## config.mk

```make
export PLATFORM = sky130hd
export DESIGN_NAME = radar_presence_frame_parser_flat
export DESIGN_NICKNAME = d
export VERILOG_FILES = /design/src/rtl/rpf_pkg.sv /design/src/rtl/rpf_byte_if.sv /design/src/rtl/rpf_result_if.sv /design/src/rtl/radar_presence_frame_parser.sv /design/src/flat_wrapper.sv
export SDC_FILE = /design/constraint.sdc
export NUM_CORES = 1
export LEC_CHECK = 0
export ABC_CLOCK_PERIOD_IN_PS = 10300
export BUFFER_PORTS_ARGS = -buffer_cell sky130_fd_sc_hd__buf_2
export CAP_MARGIN = 20
export CORE_ASPECT_RATIO = 0.75
export CORE_MARGIN = 1.5
export CORE_UTILIZATION = 30
export DETAILED_ROUTE_END_ITERATION = 10
export GPL_ROUTABILITY_DRIVEN = 1
export GPL_TIMING_DRIVEN = 0
export SLEW_MARGIN = 20
export SYNTH_ARGS = -nofsm -noshare
export SYNTH_HDL_FRONTEND = slang
export SYNTH_SLANG_ARGS = --single-unit
```

## constraint.sdc

```tcl
create_clock -name clk -period 10.3 [get_ports clk]
set_clock_uncertainty 0.1 [all_clocks]
set_input_delay 1.545 -clock clk [delete_from_list [all_inputs] [get_ports clk]]
set_output_delay 1.545 -clock clk [all_outputs]
set_load 0.1 [all_outputs]
```

## src/rtl/rpf_pkg.sv

```systemverilog
// shared constants for the presence radar frame parser
// no dependencies; compiled first
package rpf_pkg;

	localparam int MAX_FRAME_LEN_DEF = 64;

	localparam int BYTE_W = 8;
	localparam int DIST_W = 16;
	localparam int KIND_W = 2;

	// frame header and trailer bytes
	localparam logic [BYTE_W-1:0] HDR_BYTE      = 8'hAA;
	localparam logic [BYTE_W-1:0] DATA_END_BYTE = 8'h55;
	localparam logic [BYTE_W-1:0] CMD_END_B0    = 8'h04;
	localparam logic [BYTE_W-1:0] CMD_END_B1    = 8'h03;
	localparam logic [BYTE_W-1:0] CMD_END_B2    = 8'h02;
	localparam logic [BYTE_W-1:0] CMD_END_B3    = 8'h01;

	// type byte codes
	localparam logic [BYTE_W-1:0] TYPE_NONE       = 8'h00;
	localparam logic [BYTE_W-1:0] TYPE_MOVING     = 8'h01;
	localparam logic [BYTE_W-1:0] TYPE_STATIONARY = 8'h02;

	// reported frame kind
	localparam logic [KIND_W-1:0] KIND_NONE       = 2'd0;
	localparam logic [KIND_W-1:0] KIND_MOVING     = 2'd1;
	localparam logic [KIND_W-1:0] KIND_STATIONARY = 2'd2;

endpackage

```

## src/rtl/rpf_byte_if.sv

```systemverilog
// valid/ready channel carrying one received serial byte per beat
// depends on rpf_pkg
interface rpf_byte_if;
	import rpf_pkg::*;

	logic              valid;
	logic              ready;
	logic [BYTE_W-1:0] rx_byte;

	modport source (output valid, output rx_byte, input ready);
	modport sink (input valid, input rx_byte, output ready);
endinterface

```

## src/rtl/rpf_result_if.sv

```systemverilog
// valid/ready channel carrying one decoded radar report per beat
// depends on rpf_pkg
interface rpf_result_if;
	import rpf_pkg::*;

	logic              valid;
	logic              ready;
	logic [KIND_W-1:0] frame_kind;
	logic              presence;
	logic              motion;
	logic [DIST_W-1:0] distance;
	logic              distance_valid;

	modport source (output valid, output frame_kind, output presence, output motion,
		output distance, output distance_valid, input ready);
	modport sink (input valid, input frame_kind, input presence, input motion,
		input distance, input distance_valid, output ready);
endinterface

```

## src/rtl/radar_presence_frame_parser.sv

```systemverilog
// presence radar serial frame parser, top level
// depends on rpf_pkg, rpf_byte_if and rpf_result_if
//
// Takes one received byte per beat on rx and gathers frames. A frame ends on
// 55 55, or on 04 03 02 01 once it holds four bytes or more. A finished frame
// that opens AA AA is decoded from its third byte (00 no target, 01 moving,
// 02 stationary; the last two need five bytes, distance being bytes four and
// five little-endian) and gives one report beat on res; anything else gives
// nothing. A frame that grows past MAX_FRAME_LEN bytes without ending is
// dropped. The block takes one byte every cycle: the byte goes into an input
// register, and the frame state and decode sit between it and the result
// register, which drives res. Only a result register still held by a
// stalled res side holds the input back.
module radar_presence_frame_parser #(
	parameter int MAX_FRAME_LEN = rpf_pkg::MAX_FRAME_LEN_DEF
) (
	input logic             clk,
	input logic             arst_n,
	rpf_byte_if.sink        rx,
	rpf_result_if.source    res
);
	import rpf_pkg::*;

	// byte position reaches MAX_FRAME_LEN + 1 on the overflowing byte
	localparam int CNT_W = $clog2(MAX_FRAME_LEN + 2);
	localparam logic [CNT_W-1:0] MAX_CNT = CNT_W'(MAX_FRAME_LEN);

	// input register
	logic              valid_s1;
	logic [BYTE_W-1:0] byte_s1;

	// frame state
	logic [CNT_W-1:0]  cnt_q;
	logic [BYTE_W-1:0] head_q [5];
	logic [BYTE_W-1:0] recent_q [3];

	// result register
	logic              res_valid_q;
	logic [KIND_W-1:0] kind_q;
	logic              presence_q;
	logic              motion_q;
	logic [DIST_W-1:0] dist_q;
	logic              dist_valid_q;

	logic              advance;
	logic [CNT_W-1:0]  n;
	logic [BYTE_W-1:0] head_nx [5];
	logic              data_trail;
	logic              end_cmd;
	logic              frame_end;
	logic              hdr_ok;
	logic              produce;
	logic [KIND_W-1:0] kind_d;
	logic              presence_d;
	logic              motion_d;
	logic [DIST_W-1:0] dist_d;
	logic              dist_valid_d;

	// the held byte moves on whenever the result slot is free or being emptied
	assign advance  = valid_s1 && (!res_valid_q || res.ready);
	assign rx.ready = !valid_s1 || advance;

	// position of the held byte in its frame, counted from one
	assign n = cnt_q + CNT_W'(1);

	always_comb begin
		for (int i = 0; i < 5; i++) begin
			head_nx[i] = (n == CNT_W'(i + 1)) ? byte_s1 : head_q[i];
		end
	end

	// tail matches only count bytes of the current frame
	assign data_trail = (n >= CNT_W'(2)) && recent_q[0] == DATA_END_BYTE
		&& byte_s1 == DATA_END_BYTE;
	assign end_cmd  = (n >= CNT_W'(4)) && recent_q[2] == CMD_END_B0
		&& recent_q[1] == CMD_END_B1 && recent_q[0] == CMD_END_B2
		&& byte_s1 == CMD_END_B3;
	assign frame_end = data_trail || end_cmd;

	assign hdr_ok = (n >= CNT_W'(3)) && head_nx[0] == HDR_BYTE && head_nx[1] == HDR_BYTE;

	// decode of the type byte
	always_comb begin
		produce      = 1'b0;
		kind_d       = KIND_NONE;
		presence_d   = 1'b0;
		motion_d     = 1'b0;
		dist_d       = '0;
		dist_valid_d = 1'b0;
		if (frame_end && hdr_ok) begin
			if (head_nx[2] == TYPE_NONE) begin
				produce = 1'b1;
			end else if ((head_nx[2] == TYPE_MOVING || head_nx[2] == TYPE_STATIONARY)
				&& n >= CNT_W'(5)) begin
				produce      = 1'b1;
				kind_d       = (head_nx[2] == TYPE_MOVING) ? KIND_MOVING : KIND_STATIONARY;
				presence_d   = 1'b1;
				motion_d     = (head_nx[2] == TYPE_MOVING);
				dist_d       = {head_nx[4], head_nx[3]};
				dist_valid_d = 1'b1;
			end
		end
	end

	// input register
	always_ff @(posedge clk or negedge arst_n) begin
		if (!arst_n) begin
			valid_s1 <= 1'b0;
		end else if (rx.ready) begin
			valid_s1 <= rx.valid;
		end
	end

	always_ff @(posedge clk) begin
		if (rx.ready && rx.valid) begin
			byte_s1 <= rx.rx_byte;
		end
	end

	// frame state: count, first five bytes, last three bytes
	always_ff @(posedge clk or negedge arst_n) begin
		if (!arst_n) begin
			cnt_q <= '0;
			for (int i = 0; i < 5; i++) head_q[i] <= '0;
			for (int i = 0; i < 3; i++) recent_q[i] <= '0;
		end else if (advance) begin
			head_q      <= head_nx;
			recent_q[2] <= recent_q[1];
			recent_q[1] <= recent_q[0];
			recent_q[0] <= byte_s1;
			// end of frame or overlong frame both start afresh
			if (frame_end || n > MAX_CNT) begin
				cnt_q <= '0;
			end else begin
				cnt_q <= n;
			end
		end
	end

	// result register
	always_ff @(posedge clk or negedge arst_n) begin
		if (!arst_n) begin
			res_valid_q <= 1'b0;
		end else if (advance) begin
			res_valid_q <= produce;
		end else if (res.ready) begin
			res_valid_q <= 1'b0;
		end
	end

	always_ff @(posedge clk) begin
		if (advance && produce) begin
			kind_q       <= kind_d;
			presence_q   <= presence_d;
			motion_q     <= motion_d;
			dist_q       <= dist_d;
			dist_valid_q <= dist_valid_d;
		end
	end

	assign res.valid          = res_valid_q;
	assign res.frame_kind     = kind_q;
	assign res.presence       = presence_q;
	assign res.motion         = motion_q;
	assign res.distance       = dist_q;
	assign res.distance_valid = dist_valid_q;

	// checks

	// frame length never stays above the limit
	a_cnt_bound: assert property (@(posedge clk) disable iff (!arst_n)
		cnt_q <= MAX_CNT)
		else $error("frame count above limit");

	// a report with a target always carries a distance, and none without
	a_presence_dist: assert property (@(posedge clk) disable iff (!arst_n)
		res.valid |-> (res.presence == res.distance_valid)
		&& (res.presence || res.distance == '0))
		else $error("presence and distance disagree");

	// motion only on moving reports
	a_motion_kind: assert property (@(posedge clk) disable iff (!arst_n)
		res.valid && res.motion |-> res.frame_kind == KIND_MOVING)
		else $error("motion on a non-moving report");

	// a new report only follows a byte leaving the input register
	a_report_source: assert property (@(posedge clk) disable iff (!arst_n)
		$rose(res.valid) |-> $past(advance))
		else $error("report without a byte behind it");

endmodule
```

## src/flat_wrapper.sv

```systemverilog
// flat-port wrapper written by rule: the top's interface ports become plain ports
module radar_presence_frame_parser_flat import rpf_pkg::*;
#(
	parameter int MAX_FRAME_LEN = rpf_pkg::MAX_FRAME_LEN_DEF
)
  (clk, arst_n, rx_valid, rx_rx_byte, rx_ready, res_valid, res_frame_kind, res_presence, res_motion, res_distance, res_distance_valid, res_ready);
  rpf_byte_if rx_i ();
  rpf_result_if res_i ();
  input logic clk;
  input logic arst_n;
  input wire logic [$bits(rx_i.valid)-1:0] rx_valid;
  input wire logic [$bits(rx_i.rx_byte)-1:0] rx_rx_byte;
  output wire logic [$bits(rx_i.ready)-1:0] rx_ready;
  output wire logic [$bits(res_i.valid)-1:0] res_valid;
  output wire logic [$bits(res_i.frame_kind)-1:0] res_frame_kind;
  output wire logic [$bits(res_i.presence)-1:0] res_presence;
  output wire logic [$bits(res_i.motion)-1:0] res_motion;
  output wire logic [$bits(res_i.distance)-1:0] res_distance;
  output wire logic [$bits(res_i.distance_valid)-1:0] res_distance_valid;
  input wire logic [$bits(res_i.ready)-1:0] res_ready;
  assign rx_i.valid = rx_valid;
  assign rx_i.rx_byte = rx_rx_byte;
  assign rx_ready = rx_i.ready;
  assign res_valid = res_i.valid;
  assign res_frame_kind = res_i.frame_kind;
  assign res_presence = res_i.presence;
  assign res_motion = res_i.motion;
  assign res_distance = res_i.distance;
  assign res_distance_valid = res_i.distance_valid;
  assign res_i.ready = res_ready;
  radar_presence_frame_parser #(.MAX_FRAME_LEN(MAX_FRAME_LEN)) u_core (.clk(clk), .arst_n(arst_n), .rx(rx_i), .res(res_i));
endmodule
```

==> results by group, run 1 <==
Clock tree
  – Clock latency on the worst-skew pair: 0.34 ns
  – Root Buffer Master: clkbuf_16
  – CTS tree: yes
  – CTS H-Tree Depth: 3
  – Postcts setup bufs: 0
  – Num Clock Sinks: 100
  – CTS clock-pin slew for the worst setup and hold paths: 0.07 ns
  – CTS Buf Count: 9
  – CTS Hold Bufs: 0
  – Clock Tree Buf Depth: 2
  – Post-CTS sizing: 0

Place
  – GP Congestion: 0.776
  – DP HPWL: 7290 um
  – Post-Place Worst Slack: 6.23 ns
  – Port buffer count: 34
  – Cells after DPL: 643

Critical path
  – Critical path launch point type: primary input
  – Slowest CP cell: buf_2
  – Crit path buf inv count: 2
  – Critical Path Max Stage Delay: 0.45 ns
  – Crit-path max FO: 3
  – Worst EP required: 8.66 ns
  – CP dominant cell by count: buf_2
  – CP endpoint kind: output pin
  – Crit-path cells: buf_2 > nand3b_1 > buf_2
  – Crit Path Category: in -> out
  – WP data arrival: 2.22 ns
  – Critical path's top delay family: buffers and inverters

Floorplanning
  – Die area: 16,500 um^2
  – I/O pin cnt: 35
  – Die W: 148 um
  – Die height: 112 um
  – Row count: 39
  – CORE AREA: 15,300 um^2
  – Initial Util: 30.9%

Job
  – Max cap viols: 0

Hold path
  – Min-delay worst type: reg -> reg

Layout
  – Layout cells sized above 1: 28.6%
  – Commonest non-fill, non-tap cell in the layout: nand2_1
  – Layout area overhead: 16.2%
  – Nets@finish: 465
  – Filler cell count: 1,557
  – Most frequent cells in the layout: nand2_1 (88), dfrtp_1 (73), mux2_2 (40), buf_2 (35), edfxtp_1 (27)
  – Final cell count without fillers: 659
  – Antenna cell count: 0

Synth
  – Synth Area in Compound Gates: 5.58%
  – Post-synth ARST share: 73.0%
  – Post-Syn Area: 4730 um^2
  – XOR/XNOR Fraction of Synth Area: 1.67%
  – Mux cell area share after synthesis: 13.9%
  – Simple-Gate Fraction of Synth Area: 18.8%
  – Synth Warn #: 0
  – Synth Register Bits: 100
  – Main synth FF type: dfrtp_1
  – Main combinational cell family by area after synthesis: simple AND/OR/NAND/NOR gates
  – EDFF count, synth: 27
  – Register area share after synthesis: 55.8%
  – Syn_nets: 418
  – Synth cell types: 66
  – Average size of a mapped cell: 11.8 um^2
  – Adder-Cell Fraction of Synth Area: 1.27%
  – Post-Syn Instances: 402

Drt
  – First DRT Iteration DRCs: 313
  – DR vias: 3,215
  – DR pass1 iterations: 4
  – Drc violations: 0
  – Drt total wl: 10,100 um
  – DR vias/cell: 4.88
  – WL/cell: 15.3 um
  – DRT antenna net count: 0

GRT
  – GRT Overall Usage: 13.0%
  – Vias in the first global route: 3,170
  – Congestion Overflow GR: 0
  – First-pass GRT wire length: 16,500 um
  – Largest net degree at the start of global routing: 54
  – Initial antenna violation count: 0

Power
  – Tot Pwr: 1.23 mW
  – Static Leakage: 2.53 nW
  – PD cells: 224 nW/um^2
  – Peak VDD IR: 0.000108 V

Timing
  – Final count of hold timing violations: 0
  – Min cycle time layout: 3.87 ns
  – Max_slew headroom: 44.5%
  – Fmax: 259 MHz
  – Final period util: 37.5%
  – Final WS setup: 6.43 ns
  – Max-slew violation count: 0
  – RSZ-0062 raised after global routing: no
  – Setup violators final: 0
  – TNS Setup: 0 ns
  – Least-Margin Pin Slew: 0.828 ns

Status
  – Status: finished, final reports clean
## routing by layer
metal	track usage, %	vias to the layer above	share of wire, %
met1	18.6	1610	50
met2	18.8	83	44
met3	3.81	8	5.7
met4	4.09	0	1.0
li1	-	1514	-
met5	0	-	0
## synth_stat cells (3+ instances only)
library cell | n | share of area, %
xor2_1 | 6 | 1.1
nor2_2 | 9 | 1.2
edfxtp_1 | 27 | 17
mux2i_1 | 17 | 3.6
o31ai_1 | 5 | 0.79
nor2_1 | 13 | 1.0
o21ai_0 | 4 | 0.42
dfrtp_1 | 73 | 39
nor3_1 | 4 | 0.42
ha_1 | 4 | 1.1
or4_1 | 3 | 0.48
inv_1 | 6 | 0.48
nand3_1 | 10 | 1.1
nand4_1 | 5 | 0.66
nor4_1 | 4 | 0.53
clkbuf_1 | 14 | 1.1
mux2_2 | 40 | 9.5
buf_4 | 5 | 0.79
nand2_1 | 88 | 7.0
xnor2_1 | 3 | 0.56
## per-stage QoR
step | hold slack (ns) | area (um^2) | utilization, %
after floorplan | 0.337 | 4730 | -
after global placement | 0.351 | 5160 | 33.7
after CTS | 0.377 | 5500 | 35.9
final | 0.377 | 5500 | 35.9
after global routing | 0.393 | 5500 | 35.9
after detailed placement | 0.359 | 5200 | 34.0
## registers in the layout, indices dropped and copies added, names as in the netlist
register               flops
u_core.head_q             40
u_core.recent_q           24
u_core.res.distance       16
u_core.byte_s1             8
u_core.cnt_q               7
u_core.res.frame_kind      2
u_core.res.presence        1
u_core.res.valid           1
u_core.valid_s1            1
## worst paths after layout
check                                   start                 endpoint  slack [ns]  cells past startpoint
max in group asynchronous              arst_n        u_core.head_q[15]        8.56                      2
max                                 res_ready                 rx_ready        6.43                      3
min                        u_core.recent_q[0]       u_core.recent_q[0]        0.38                      2
min reg2reg                u_core.recent_q[0]       u_core.recent_q[0]        0.38                      2
max reg2reg                   u_core.cnt_q[0]  u_core.res.distance[14]        6.53                     10
min in group asynchronous              arst_n       u_core.recent_q[4]        0.98                      1
## logic make-up (layout without fill, tap and decap cells)
family | Yosys count | in the layout
adder cells (fa/ha/maj) | 5 | 5
AND/OR/NAND/NOR | 167 | 167
XOR/XNOR | 9 | 9
buffers and inverters | 30 | 82
multiplexers | 59 | 59
AO/OA/AOI/OAI | 32 | 32
flip-flops | 100 | 100
## worst min-delay path: stages, from the launching register on
cell and delay (ns):
dfrtp_1 0.35, nand2_1 0.05, nand2_1 0.05
## report_power, final
| part | total, mW | switching (mW) | internal, mW | leakage [nW] |
|---|---|---|---|---|
| Clock | 0.335 | 0.145 | 0.190 | 0.142 |
| Sequential | 0.562 | 0.0562 | 0.506 | 1.20 |
| Combinational | 0.333 | 0.172 | 0.161 | 1.19 |
## cell type report
| type | instances | area (um^2) | share of cell area (%) |
|---|---|---|---|
| Timing Repair Buffer | 36 | 211 | 3.85 |
| Tap cell | 205 | 256 | 4.67 |
| Multi-Input combinational cell | 272 | 1960 | 35.6 |
| Clock inverter | 5 | 60.1 | 1.09 |
| Clock buffer | 11 | 233 | 4.23 |
| Sequential cell | 100 | 2640 | 48.0 |
| Inverter | 6 | 22.5 | 0.410 |
| Buffer | 24 | 119 | 2.16 |
(Power assumes the default switching activity.)
==> run 2, diff against run 1 <==
--- a/config.mk
+++ b/config.mk
@@ -5,7 +5,7 @@
 export SDC_FILE = /design/constraint.sdc
 export NUM_CORES = 1
 export LEC_CHECK = 0
-export ABC_CLOCK_PERIOD_IN_PS = 10300
+export ABC_CLOCK_PERIOD_IN_PS = 3800
 export BUFFER_PORTS_ARGS = -buffer_cell sky130_fd_sc_hd__buf_2
 export CAP_MARGIN = 20
 export CORE_ASPECT_RATIO = 0.75
==> constraint.sdc (replaced) <==
create_clock -name clk -period 3.8 [get_ports clk]
set_clock_uncertainty 0.1 [all_clocks]
set_input_delay 0.57 -clock clk [delete_from_list [all_inputs] [get_ports clk]]
set_output_delay 0.57 -clock clk [all_outputs]
set_load 0.1 [all_outputs]
==> run 2 against run 1 <==
  * Final cell count stayed put
  * Flip-flop and latch count stayed put
  * Sequential power grew to 2.7 times the previous value
  * Global-route usage is 0.38 points higher
  * Critical path depth is 7 higher
  * Largest cell class unchanged
  * Worst setup slack worse by 5.9 ns
==> results by group, run 2 (synthesis results as in run 1) <==
Floorplanning
  – Die W: 148 um (unchanged)
  – I/O pin cnt: 35 (unchanged)
  – Row count: 39 (unchanged)
  – Die height: 112 um (unchanged)
  – Die area: 16,500 um^2 (unchanged)
  – Initial Util: 30.9% (unchanged)
  – CORE AREA: 15,300 um^2 (unchanged)

Critical path
  – Critical path's top delay family: compound AO/OA/AOI/OAI gates (was buffers and inverters)
  – Crit path buf inv count: 3 (was 2)
  – Critical Path Max Stage Delay: 0.54 ns (was 0.45 ns)
  – WP data arrival: 3.25 ns (was 2.22 ns)
  – Crit Path Category: reg -> reg (was in -> out)
  – Slowest CP cell: dfrtp_1 (was buf_2)
  – Critical path launch point type: flip-flop (was primary input)
  – CP endpoint kind: flip-flop (was output pin)
  – Crit-path max FO: 19 (was 3)
  – Crit-path cells: ha_1 > buf_4 > nand2_2 > o21ba_2 > o32ai_4 > and3_2 > buf_2 > mux2_2 > nor3_4 > buf_12 (was buf_2 > nand3b_1 > buf_2)
  – RR Startpoint: u_core.cnt_q[0] (unchanged)
  – Worst EP required: 3.76 ns (was 8.66 ns)
  – Setup crit start: u_core.cnt_q[0] (was res_ready)

Clock tree
  – Num Clock Sinks: 100 (unchanged)
  – Clock latency on the worst-skew pair: 0.36 ns (was 0.34 ns)
  – CTS H-Tree Depth: 3 (unchanged)
  – CTS clock-pin slew for the worst setup and hold paths: 0.07 ns (about the same)
  – CTS Buf Count: 9 (unchanged)
  – Post-CTS sizing: 0 (unchanged)
  – CTS tree: yes (unchanged)
  – Clock Tree Buf Depth: 2 (unchanged)
  – Root Buffer Master: clkbuf_16 (unchanged)

GRT
  – Initial antenna violation count: 0 (unchanged)
  – GRT Overall Usage: 13.3% (was 13.0%)
  – First-pass GRT wire length: 17,200 um (was 16,500 um)
  – Vias in the first global route: 3,318 (was 3,170)
  – Largest net degree at the start of global routing: 51 (was 54)
  – Congestion Overflow GR: 0 (unchanged)

Timing
  – Fmax: 304 MHz
  – TNS Setup: 0 ns (unchanged)
  – Final count of hold timing violations: 0 (unchanged)
  – Max_slew headroom: 56.7% (was 44.5%)
  – RSZ-0062 raised after global routing: no (unchanged)
  – Min cycle time layout: 3.29 ns
  – Max-slew violation count: 0 (unchanged)
  – Final WS setup: 0.515 ns (was 6.43 ns)
  – Final period util: 86.5%
  – Least-Margin Pin Slew: 0.650 ns (was 0.828 ns)
  – Setup violators final: 0 (unchanged)

Drt
  – Drt total wl: 10,200 um (was 10,100 um)
  – First DRT Iteration DRCs: 299 (was 313)
  – WL/cell: 15.5 um (was 15.3 um)
  – DRT antenna net count: 0 (unchanged)
  – DR vias/cell: 4.89 (was 4.88)
  – DR pass1 iterations: 4 (unchanged)
  – Drc violations: 0 (unchanged)
  – DR vias: 3,220 (was 3,215)

Hold path
  – Min-delay worst type: in -> async (was reg -> reg)

Place
  – DP HPWL: 7410 um (was 7290 um)
  – Post-Place Worst Slack: 0.0887 ns (was 6.23 ns)
  – Port buffer count: 34 (unchanged)
  – GP Congestion: 0.800 (was 0.776)
  – Cells after DPL: 642 (was 643)

Layout
  – Sequential Area: 2640 um^2 (unchanged)
  – Final cell count without fillers: 659 (unchanged)
  – Filler cell count: 1,506 (was 1,557)
  – Nets@finish: 465 (unchanged)
  – Max reg flops: 40 (unchanged)
  – Most frequent cells in the layout: nand2_1 (88), dfrtp_1 (73), mux2_2 (40), buf_2 (35), edfxtp_1 (27) (unchanged)
  – Layout cells sized above 1: 29.3% (was 28.6%)
  – Multi-input combinational cell area: 1960 um^2 (about the same)
  – Layout area overhead: 17.3% (was 16.2%)
  – Antenna cell count: 0 (unchanged)
  – Commonest non-fill, non-tap cell in the layout: nand2_1 (unchanged)
  – Largest reg by FF count: u_core.head_q (unchanged)

Power
  – Peak VDD IR: 0.000283 V (was 0.000108 V)
  – PD cells: 622 nW/um^2 (was 224 nW/um^2)
  – Tot Pwr: 3.45 mW (was 1.23 mW)
  – Static Leakage: 2.56 nW (was 2.53 nW)

Status
  – Status: finished, final reports clean (unchanged)

Job
  – Max cap viols: 0 (unchanged)
[run 2: per-stage QoR]
stage | hold WS [ns] | util (%) | instance area (um^2)
detailed placement | 0.359 | 33.9 | 5200
global route | 0.0263 | 36.2 | 5550
CTS | 0.0259 | 36.1 | 5530
global placement | 0.353 | 33.7 | 5160
finish | 0.0113 | 36.2 | 5550
floorplan | 0.174 | - | 4730
[run 2: repair_timing]
item / in CTS / in global routing
hold buffers: 0 / 0
buffers inserted: 0 / 1
setup endpoints to repair: 0 / 19
[run 2: where the power goes]
part	switching [mW]	total (mW)	internal, mW
clock	0.427	1.02	0.590
combinational	0.473	0.908	0.435
sequential	0.157	1.53	1.37
[run 2: path summary, 6_finish.rpt]
kind,end,slack [ns],depth (start not counted)
max,u_core.res.distance[10],0.51,10
min,u_core.recent_q[7],0.01,1
max reg2reg,u_core.res.distance[10],0.51,10
min reg2reg,u_core.recent_q[5],0.37,2
max in group asynchronous,u_core.head_q[11],3.03,2
min in group clk,u_core.byte_s1[7],0.28,1
[run 2: worst register-to-register path, cell delays in order (launching register included)]
cell	delay [ns]
dfrtp_1	0.54
ha_1	0.20
buf_4	0.15
nand2_2	0.11
o21ba_2	0.24
o32ai_4	0.43
and3_2	0.25
buf_2	0.16
mux2_2	0.39
nor3_4	0.22
buf_12	0.19
[run 2: layer usage]
layer  GRT usage [%]  wire, um  vias to the layer above  part of all wire [%]
met5               0         0                        -                     0
met4            4.16       106                        0                   1.0
met3            3.89       645                       11                   6.3
met2            19.5      4470                       75                    44
met1            19.0      5020                     1617                    49
li1                -         -                     1517                     -
[run 2: layout make-up]
class	instances	area share (%)
Buffer	24	2.14
Clock buffer	9	4.06
Clock inverter	7	1.89
Inverter	6	0.406
Multi-Input combinational cell	272	35.4
Sequential cell	100	47.5
Tap cell	205	4.62
Timing Repair Buffer	36	3.97
==> run 3, diff against run 2 <==
--- a/config.mk
+++ b/config.mk
@@ -14,6 +14,7 @@
 export DETAILED_ROUTE_END_ITERATION = 10
 export GPL_ROUTABILITY_DRIVEN = 1
 export GPL_TIMING_DRIVEN = 0
+export MAX_ROUTING_LAYER = met4
 export SLEW_MARGIN = 20
 export SYNTH_ARGS = -nofsm -noshare
 export SYNTH_HDL_FRONTEND = slang
==> run 3 against run 2 <==
  * Wire length up 0.42%
  * Combinational power about the same
  * Flip-flop and latch count unchanged
  * Worst hold slack better by 0.0037 ns
  * Die area unchanged
  * Worst setup slack worse by 0.0099 ns
  * Via count down 0.19%
  * Sequential power about the same
  * Core utilization unchanged
  * Largest cell class unchanged
  * Largest power group unchanged
  * Highest routed layer unchanged
==> results by group, run 3 (synthesis results as in run 1) <==
Layout
  – Layout area overhead: 17.3% (unchanged)
  – Non-Filler Cell Area, Final: 5550 um^2 (unchanged)
  – Layout cells sized above 1: 29.3% (unchanged)
  – Filler cell count: 1,506 (unchanged)
  – Largest reg by FF count: u_core.head_q (unchanged)
  – Nets@finish: 465 (unchanged)
  – Most frequent cells in the layout: nand2_1 (88), dfrtp_1 (73), mux2_2 (40), buf_2 (35), edfxtp_1 (27) (unchanged)
  – Commonest non-fill, non-tap cell in the layout: nand2_1 (unchanged)
  – Max reg flops: 40 (unchanged)
  – Antenna cell count: 0 (unchanged)

Timing
  – Max-slew violation count: 0 (unchanged)
  – Fmax: 303 MHz (was 304 MHz)
  – Final WS setup: 0.505 ns (was 0.515 ns)
  – Min cycle time layout: 3.30 ns (was 3.29 ns)
  – Max_slew headroom: 55.7% (was 56.7%)
  – RSZ-0062 raised after global routing: no (unchanged)
  – Final count of hold timing violations: 0 (unchanged)
  – Setup violators final: 0 (unchanged)
  – Least-Margin Pin Slew: 0.665 ns (was 0.650 ns)
  – Final period util: 86.7% (was 86.5%)

Clock tree
  – Post-CTS sizing: 0 (unchanged)
  – Root Buffer Master: clkbuf_16 (unchanged)
  – CTS Hold Bufs: 0 (unchanged)
  – Clock latency on the worst-skew pair: 0.35 ns (was 0.36 ns)
  – CTS Buf Count: 9 (unchanged)
  – CTS H-Tree Depth: 3 (unchanged)
  – Clock Tree Buf Depth: 2 (unchanged)
  – CTS clock-pin slew for the worst setup and hold paths: 0.07 ns (about the same)
  – Num Clock Sinks: 100 (unchanged)
  – CTS tree: yes (unchanged)

GRT
  – Initial antenna violation count: 0 (unchanged)
  – GRT Overall Usage: 13.8% (was 13.3%)
  – Gr busiest metal: met2 (unchanged)
  – Vias in the first global route: 3,318 (unchanged)
  – GR Util met3: 3.89% (unchanged)
  – Largest net degree at the start of global routing: 51 (unchanged)
  – Grt met1 use: 19.0% (about the same)
  – First-pass GRT wire length: 17,200 um (about the same)
  – Congestion Overflow GR: 0 (unchanged)
  – GR met2 Demand/Resource: 19.5% (unchanged)

Power
  – Static Leakage: 2.56 nW (unchanged)
  – PD cells: 622 nW/um^2 (about the same)
  – Tot Pwr: 3.45 mW (about the same)
  – Peak VDD IR: 0.000280 V (was 0.000283 V)

Drt
  – DR vias/cell: 4.88 (was 4.89)
  – First DRT Iteration DRCs: 341 (was 299)
  – DR vias: 3,214 (was 3,220)
  – Drt total wl: 10,300 um (was 10,200 um)
  – DRT antenna net count: 0 (unchanged)
  – DR pass1 iterations: 4 (unchanged)
  – WL/cell: 15.6 um (was 15.5 um)
  – Drc violations: 0 (unchanged)

Status
  – Status: finished, final reports clean (unchanged)

Floorplanning
  – CORE AREA: 15,300 um^2 (unchanged)
  – Die height: 112 um (unchanged)
  – Row count: 39 (unchanged)
  – Die area: 16,500 um^2 (unchanged)
  – Die W: 148 um (unchanged)
  – Initial Util: 30.9% (unchanged)
  – I/O pin cnt: 35 (unchanged)

Critical path
  – Critical Path Max Stage Delay: 0.54 ns (about the same)
  – Critical path launch point type: flip-flop (unchanged)
  – Crit Path Category: reg -> reg (unchanged)
  – Slowest CP cell: dfrtp_1 (unchanged)
  – CP endpoint kind: flip-flop (unchanged)
  – Worst EP required: 3.76 ns (about the same)
  – Crit-path max FO: 19 (unchanged)
  – WP data arrival: 3.26 ns (was 3.25 ns)
  – Crit-path cells: ha_1 > buf_4 > nand2_2 > o21ba_2 > o32ai_4 > and3_2 > buf_2 > mux2_2 > nor3_4 > buf_12 (unchanged)

Place
  – DP HPWL: 7410 um (unchanged)
  – Post-Place Worst Slack: 0.0887 ns (unchanged)
  – GP Congestion: 0.811 (was 0.800)
  – Port buffer count: 34 (unchanged)
  – DP Area: 5200 um^2 (unchanged)

Hold path
  – Min-delay worst type: in -> async (unchanged)

Job
  – Max cap viols: 0 (unchanged)
[run 3: power by group]
part / internal, mW / switching, mW / total, mW
clock network: 0.590 / 0.426 / 1.02
registers: 1.37 / 0.157 / 1.53
logic: 0.435 / 0.472 / 0.907
[run 3: per-layer routing]
metal / share of wire (%) / wire [um]
met1: 48 / 4970
met2: 44 / 4520
met3: 6.8 / 696
met4: 0.94 / 97
met5: 0 / 0
[run 3: path summary, 6_finish.rpt]
path | from | slack [ns] | end | depth (start not counted)
setup / recovery | u_core.cnt_q[0] | 0.50 | u_core.res.distance[10] | 10
hold / removal | arst_n | 0.01 | u_core.recent_q[7] | 1
setup reg to reg | u_core.cnt_q[0] | 0.50 | u_core.res.distance[10] | 10
hold reg to reg | u_core.recent_q[5] | 0.37 | u_core.recent_q[5] | 2
max in group asynchronous | arst_n | 3.03 | u_core.head_q[11] | 2
min in group clk | rx_rx_byte[7] | 0.29 | u_core.byte_s1[7] | 1
[run 3: through the flow]
stage          cells  hold slack (ns)  TNS [ns]  utilization [%]
6_report         659           0.0150         0             36.2
5_1_grt          659           0.0263         0             36.2
4_1_cts          658           0.0259         0             36.1
3_5_place_dp     642            0.359         0             33.9
3_3_place_gp     641            0.353     -5.16             33.7
2_1_floorplan    402            0.174         0                -
[run 3: worst max-delay path, delay by kind of cell (launching register included)]
kind,cells,cell delay [ns]
AOI/OAI and AO/OA,2,0.68
adders and majority gates,1,0.20
buffers and inverters,3,0.50
DFF,1,0.54
muxes,1,0.39
and+or+nand+nor,3,0.57
[run 3: repair_timing]
item | CTS | global route
buffers inserted | 0 | 1
endpoints found under the setup margin | 0 | 19
endpoints found under the hold margin | 0 | 0
[run 3: cell type report]
type / instances / area [um^2] / share of cell area (%)
Sequential cell: 100 / 2640 / 47.5
Multi-Input combinational cell: 272 / 1960 / 35.4
Tap cell: 205 / 256 / 4.62
Clock buffer: 9 / 225 / 4.06
Timing Repair Buffer: 36 / 220 / 3.97
Buffer: 24 / 119 / 2.14
Clock inverter: 7 / 105 / 1.89
Inverter: 6 / 22.5 / 0.406
